==> src/rtl/core/ellipse_row_span_core_defines.svh <==
// Assertion macros for the ellipse row span core.
`ifndef ELLIPSE_ROW_SPAN_CORE_DEFINES_SVH
`define ELLIPSE_ROW_SPAN_CORE_DEFINES_SVH

// Same-cycle implication, sampled on clk, off during reset.
`define ERS_ASSERT_NOW(label, ante, cons, msg) \
  label: assert property (@(posedge clk) disable iff (rst) (ante) |-> (cons)) \
    else $error(msg);

// Next-cycle implication, sampled on clk, off during reset.
`define ERS_ASSERT_NEXT(label, ante, cons, msg) \
  label: assert property (@(posedge clk) disable iff (rst) (ante) |=> (cons)) \
    else $error(msg);

`endif

==> src/rtl/core/ers_pkg.sv <==
// Shared types, constants and helpers for the ellipse row span core.
package ers_pkg;

  localparam int FRAC_BITS_DEF  = 16;
  localparam int COORD_BITS_DEF = 16;

  localparam logic [62:0] MAG_LIMIT = 63'h4000_0000_0000_0000;

  localparam logic [2:0] REG_CENTER_X = 3'd0;
  localparam logic [2:0] REG_CENTER_Y = 3'd1;
  localparam logic [2:0] REG_Q_XX     = 3'd2;
  localparam logic [2:0] REG_Q_YY     = 3'd3;
  localparam logic [2:0] REG_Q_XY     = 3'd4;

  typedef struct packed {
    logic signed [47:0] p;
    logic signed [47:0] r;
    logic signed [47:0] t;
  } ers_terms_t;

  typedef struct packed {
    logic               vld;
    logic               neg;
    logic signed [15:0] row;
    logic signed [63:0] x;
  } ers_tag_t;

  typedef enum logic [3:0] {
    ST_IDLE,
    ST_START,
    ST_DIV_P,
    ST_SET_P,
    ST_MUL_R,
    ST_SUM_R,
    ST_LOAD_T,
    ST_DIV_T,
    ST_SET_T
  } ers_state_t;

  typedef struct packed {
    logic busy;
    logic zero_set;
    logic load_p;
    logic step;
    logic set_p;
    logic mul;
    logic sum_r;
    logic load_t;
    logic set_t;
  } ers_dctl_t;

  // product magnitude clamp at 2^62
  function automatic logic [62:0] sat_mag(input logic [127:0] v);
    sat_mag = (v > {65'd0, MAG_LIMIT}) ? MAG_LIMIT : v[62:0];
  endfunction

endpackage

==> src/rtl/core/ers_sqrt_cell.sv <==
// One cell of the square-root chain: one result bit per cell.
module ers_sqrt_cell import ers_pkg::*; #(
  parameter int SQ_N = 40
) (
  input  logic                clk,
  input  logic                rst,
  input  logic                en,
  input  ers_tag_t            tag_in,
  input  logic [2*SQ_N-1:0]   rad_in,
  input  logic [SQ_N+1:0]     rem_in,
  input  logic [SQ_N-1:0]     root_in,
  output ers_tag_t            tag_out,
  output logic [2*SQ_N-1:0]   rad_out,
  output logic [SQ_N+1:0]     rem_out,
  output logic [SQ_N-1:0]     root_out
);

  logic [SQ_N+3:0] acc, trial, diff;
  logic            ge;

  always_comb begin
    acc   = {rem_in, rad_in[2*SQ_N-1 -: 2]};
    trial = (SQ_N+4)'({root_in, 2'b01});
    ge    = (acc >= trial);
    diff  = acc - trial;
  end

  always_ff @(posedge clk) begin
    if (rst) begin
      tag_out.vld <= 1'b0;
    end else if (en) begin
      tag_out <= tag_in;
    end
  end

  always_ff @(posedge clk) begin
    if (en) begin
      rad_out  <= rad_in << 2;
      rem_out  <= ge ? diff[SQ_N+1:0] : acc[SQ_N+1:0];
      root_out <= {root_in[SQ_N-2:0], ge};
    end
  end

endmodule

==> config.mk <==
export PLATFORM = sky130hd
export DESIGN_NAME = ers_sqrt_cell
export DESIGN_NICKNAME = d
export VERILOG_FILES = /design/src/rtl/core/ellipse_row_span_core_defines.svh /design/src/rtl/core/ers_pkg.sv /design/src/rtl/core/ers_sqrt_cell.sv
export SDC_FILE = /design/constraint.sdc
export NUM_CORES = 1
export LEC_CHECK = 0
export BUFFER_PORTS_ARGS = -buffer_cell sky130_fd_sc_hd__buf_2
export CAP_MARGIN = 30
export CELL_PAD_IN_SITES_DETAIL_PLACEMENT = 0
export CELL_PAD_IN_SITES_GLOBAL_PLACEMENT = 1
export CORE_AREA = 2 2 190 192
export DETAILED_ROUTE_END_ITERATION = 8
export DIE_AREA = 0 0 192 194
export PLACE_DENSITY_LB_ADDON = 0.1
export SYNTH_ARGS = -nofsm -noshare
export SYNTH_HDL_FRONTEND = slang
export SYNTH_SLANG_ARGS = --single-unit
==> constraint.sdc <==
create_clock -name clk -period 4.6 [get_ports clk]
set_clock_uncertainty 0.1 [all_clocks]
set_input_delay 0.69 -clock clk [delete_from_list [all_inputs] [get_ports clk]]
set_output_delay 0.69 -clock clk [all_outputs]
set_load 0.1 [all_outputs]
==> qor.csv <==
stage,metric,value,unit
critical_path,crit_fanout,35,
cells_and_area,layout_commonest_cell,buf_2,
routing,ant_nets,0,
grt,first_global_vias,7575,
cts,htree_levels,1,
sta,setup_ws,1.01,ns
cells_and_area,regArea,7260,µm²
sta,drv_slew,0,
sta,period_needed,3.59,ns
cells_and_area,area_growth,38.4,%
floorplanning,die_h,194,µm
critical_path,criticalPathCategory,in -> reg,
cts,cts_setup_buffers,0,
logic_synthesis,yosysWarnings,0,
power,irDropWorstVdd,0.268,mV
sta,rsz0062_at_grt,no,
sta,worst_pin_slew,0.926,ns
power,leakage,6.17,nW
cts,cts_sinks,242,
logic_synthesis,seq_area_frac_synth,71.2,%
placement,dp.cells,1625,
cts,cts-hold-fix-buffers,0,
sta,hold_viol_final,0,
sta,fin_setup_tns,0,ns
floorplanning,coreArea,35200,µm²
logic_synthesis,synth_seq_cells,242,
logic_synthesis,syn_inst,684,
placement,io_buffers,488,
floorplanning,num_io_pins,491,
critical_path,startpoint_type,input port,
critical_path,r2r-end,tag_out[81],
routing,finalWirelength,34.4,mm
grt,grt_max_degree,111,
sta,final.period_utilization,78.0,%
hold_path,hp-class,in -> reg,
critical_path,cp_cell_sequence,buf_2 -> inv_1 -> ha_1 -> nor2b_1 -> o31ai_1 -> a21oi_2 -> a221oi_2 -> o21ai_2 -> a31oi_4 -> o21bai_4 -> buf_12 -> mux2_2,
logic_synthesis,synth_cell_type_count,64,
cts,cts_buffers,28,
power,power_density,501,nW/µm²
floorplanning,start_util,28.9,%
floorplanning,dieArea,37200,µm²
logic_synthesis,async_reset_ff_share,0,%
cts,clkTransAtPathRegs,0.06,ns
routing,drt-initial-drc-count,312,
critical_path,cp_data_arrival_time,3.79,ns
placement,gp_congestion,0.791,
critical_path,crit_required,4.80,ns
cells_and_area,stdcell_area,14100,µm²
floorplanning,die_w,192,µm
placement,place_area,13200,µm²
routing,routedWlPerCell,20.6,µm
critical_path,r2r-start,tag_out[81],
cts,clk_latency,0.55,ns
cells_and_area,drive_gt1_share,46.4,%
grt,grt_usage,17.6,%
run_status,status,completed,
routing,drc,0,
sta,setup_violations,0,
grt,grt_first_pass_wirelength,48.7,mm
critical_path,reg2regPathDepth,2,
cells_and_area,nNetsFinal,1483,
cts,cts_tree,built,
sta,clock.fmax,0.279,GHz
floorplanning,num_rows,69,
critical_path,endpoint,rem_out[25],
power,total_power,7.07,mW
cells_and_area,multi_input_area,2670,µm²
logic_synthesis,synthesis.area,10200,µm²
routing,vias_per_cell,4.50,
grt,antenna_found_initial,6,
cells_and_area,nFillCells,3533,
critical_path,slowest_delay,0.79,ns
placement,hpwl,27.0,mm
cts,root_buffer,clkbuf_16,
critical_path,endpoint_kind,register,
critical_path,regToRegSetupSlack,3.91,ns
sta,maxSlewHeadroom,38.1,%
logic_synthesis,synth_edf_count,241,
logic_synthesis,synth_area_per_cell,14.9,µm²
routing,firstDrtPassIters,5,
routing,dr_total_vias,7534,
cells_and_area,layout_common_cells,"487 x buf_2, 241 x edfxtp_1, 63 x a21oi_1, 54 x inv_1, 47 x nor2_1",
grt,grt-ovfl-total,0,
placement,pre_cts_ws,0.378,ns
critical_path,setup.worst_path.start,root_in[0],
cts,cts_buffer_depth,3,
critical_path,cpMaxStageDelayCell,o21bai_4,
run,cap_violations,0,
cells_and_area,final_cells,1675,
cts,post_cts_resized,0,
logic_synthesis,yosys_most_used_dff,edfxtp_1,
-- worst min-delay path by stage --
stage / start / to / slack (ns) / cells after the start
finish: tag_in[14] / tag_out[14] / 0.21 / 1
floorplan: rst / tag_out[81] / 0.66 / 1
global placement: tag_out[81] / tag_out[81] / 0.39 / 2
detailed placement: tag_out[81] / tag_out[81] / 0.40 / 2
CTS: tag_in[42] / tag_out[42] / 0.18 / 1
global route: rad_in[64] / rad_out[66] / 0.19 / 1
-- worst max-delay path, delay by kind of cell --
kind / cells / cell delay (ns)
AOI/OAI and AO/OA: 6 / 1.72
buffers and inverters: 3 / 0.40
adders and majority gates: 1 / 0.40
muxes: 1 / 0.35
and+or+nand+nor: 1 / 0.20
-- registers in the layout (all words and copies together), names as in the netlist --
signal and flops:
rem_out 42, root_out 40, tag_out 82, rad_out 78
-- metal layers --
| metal | vias to the layer above | share of wire [%] | GRT usage (%) |
|---|---|---|---|
| met3 | 50 | 8.1 | 4.83 |
| met4 | 8 | 2.0 | 4.86 |
| li1 | 3599 | - | - |
| met2 | 271 | 48 | 29.7 |
| met5 | - | 0.16 | 0 |
| met1 | 3606 | 41 | 22.2 |
-- synthesized netlist by cell type, types with 3 or more instances --
master | instances | area share [%]
or3_1 | 3 | 0.18
nor2b_1 | 5 | 0.31
a21oi_1 | 63 | 3.1
o31a_1 | 3 | 0.26
mux2_2 | 10 | 1.1
o21ai_0 | 19 | 0.93
o21ai_2 | 3 | 0.26
a21oi_2 | 3 | 0.26
xor2_1 | 11 | 0.95
nand2_1 | 22 | 0.81
inv_1 | 54 | 2.0
nor3_1 | 11 | 0.54
nor2_1 | 47 | 1.7
a21o_1 | 22 | 1.6
nand3_1 | 7 | 0.34
buf_4 | 3 | 0.22
or2_2 | 3 | 0.18
a31oi_1 | 5 | 0.31
o211ai_1 | 3 | 0.22
ha_1 | 42 | 5.2
xnor2_1 | 25 | 2.1
buf_2 | 8 | 0.39
o21a_1 | 5 | 0.37
nand4_1 | 9 | 0.55
o21bai_1 | 7 | 0.52
o31ai_1 | 3 | 0.22
nand2b_1 | 7 | 0.43
edfxtp_1 | 241 | 71
-- logic make-up after synthesis --
family / after synthesis / share of synthesized area, %
buffers and inverters: 69 / 2.76
other: 1 / 0.0368
and+or+nand+nor: 122 / 5.68
xor gates and xnor gates: 36 / 3.09
AOI/OAI and AO/OA: 159 / 10.6
muxes: 13 / 1.41
adders and majority gates: 42 / 5.16
DFF: 242 / 71.2
-- through the flow --
| stage | utilization [%] | hold slack (ns) |
|---|---|---|
| floorplan | - | 0.662 |
| global placement | 37.5 | 0.390 |
| detailed placement | 37.6 | 0.401 |
| CTS | 40.0 | 0.177 |
| global route | 40.0 | 0.186 |
| finish | 40.0 | 0.209 |
-- area by class of cell --
class                           instances  area share [%]
Sequential cell                       242            51.4
Tap cell                              461            4.09
Multi-Input combinational cell        374            18.9
Clock buffer                           34            5.13
Antenna cell                            2          0.0355
Timing Repair Buffer                  494            18.0
Clock inverter                         14           0.931
Inverter                               54            1.44
-- report_power, final --
group	internal (mW)	switching, mW
Combinational	0.398	1.86
Sequential	2.66	0.0486
Clock	1.22	0.880
Total	4.28	2.79
Note: power is estimated with default switching activity, not from simulation.
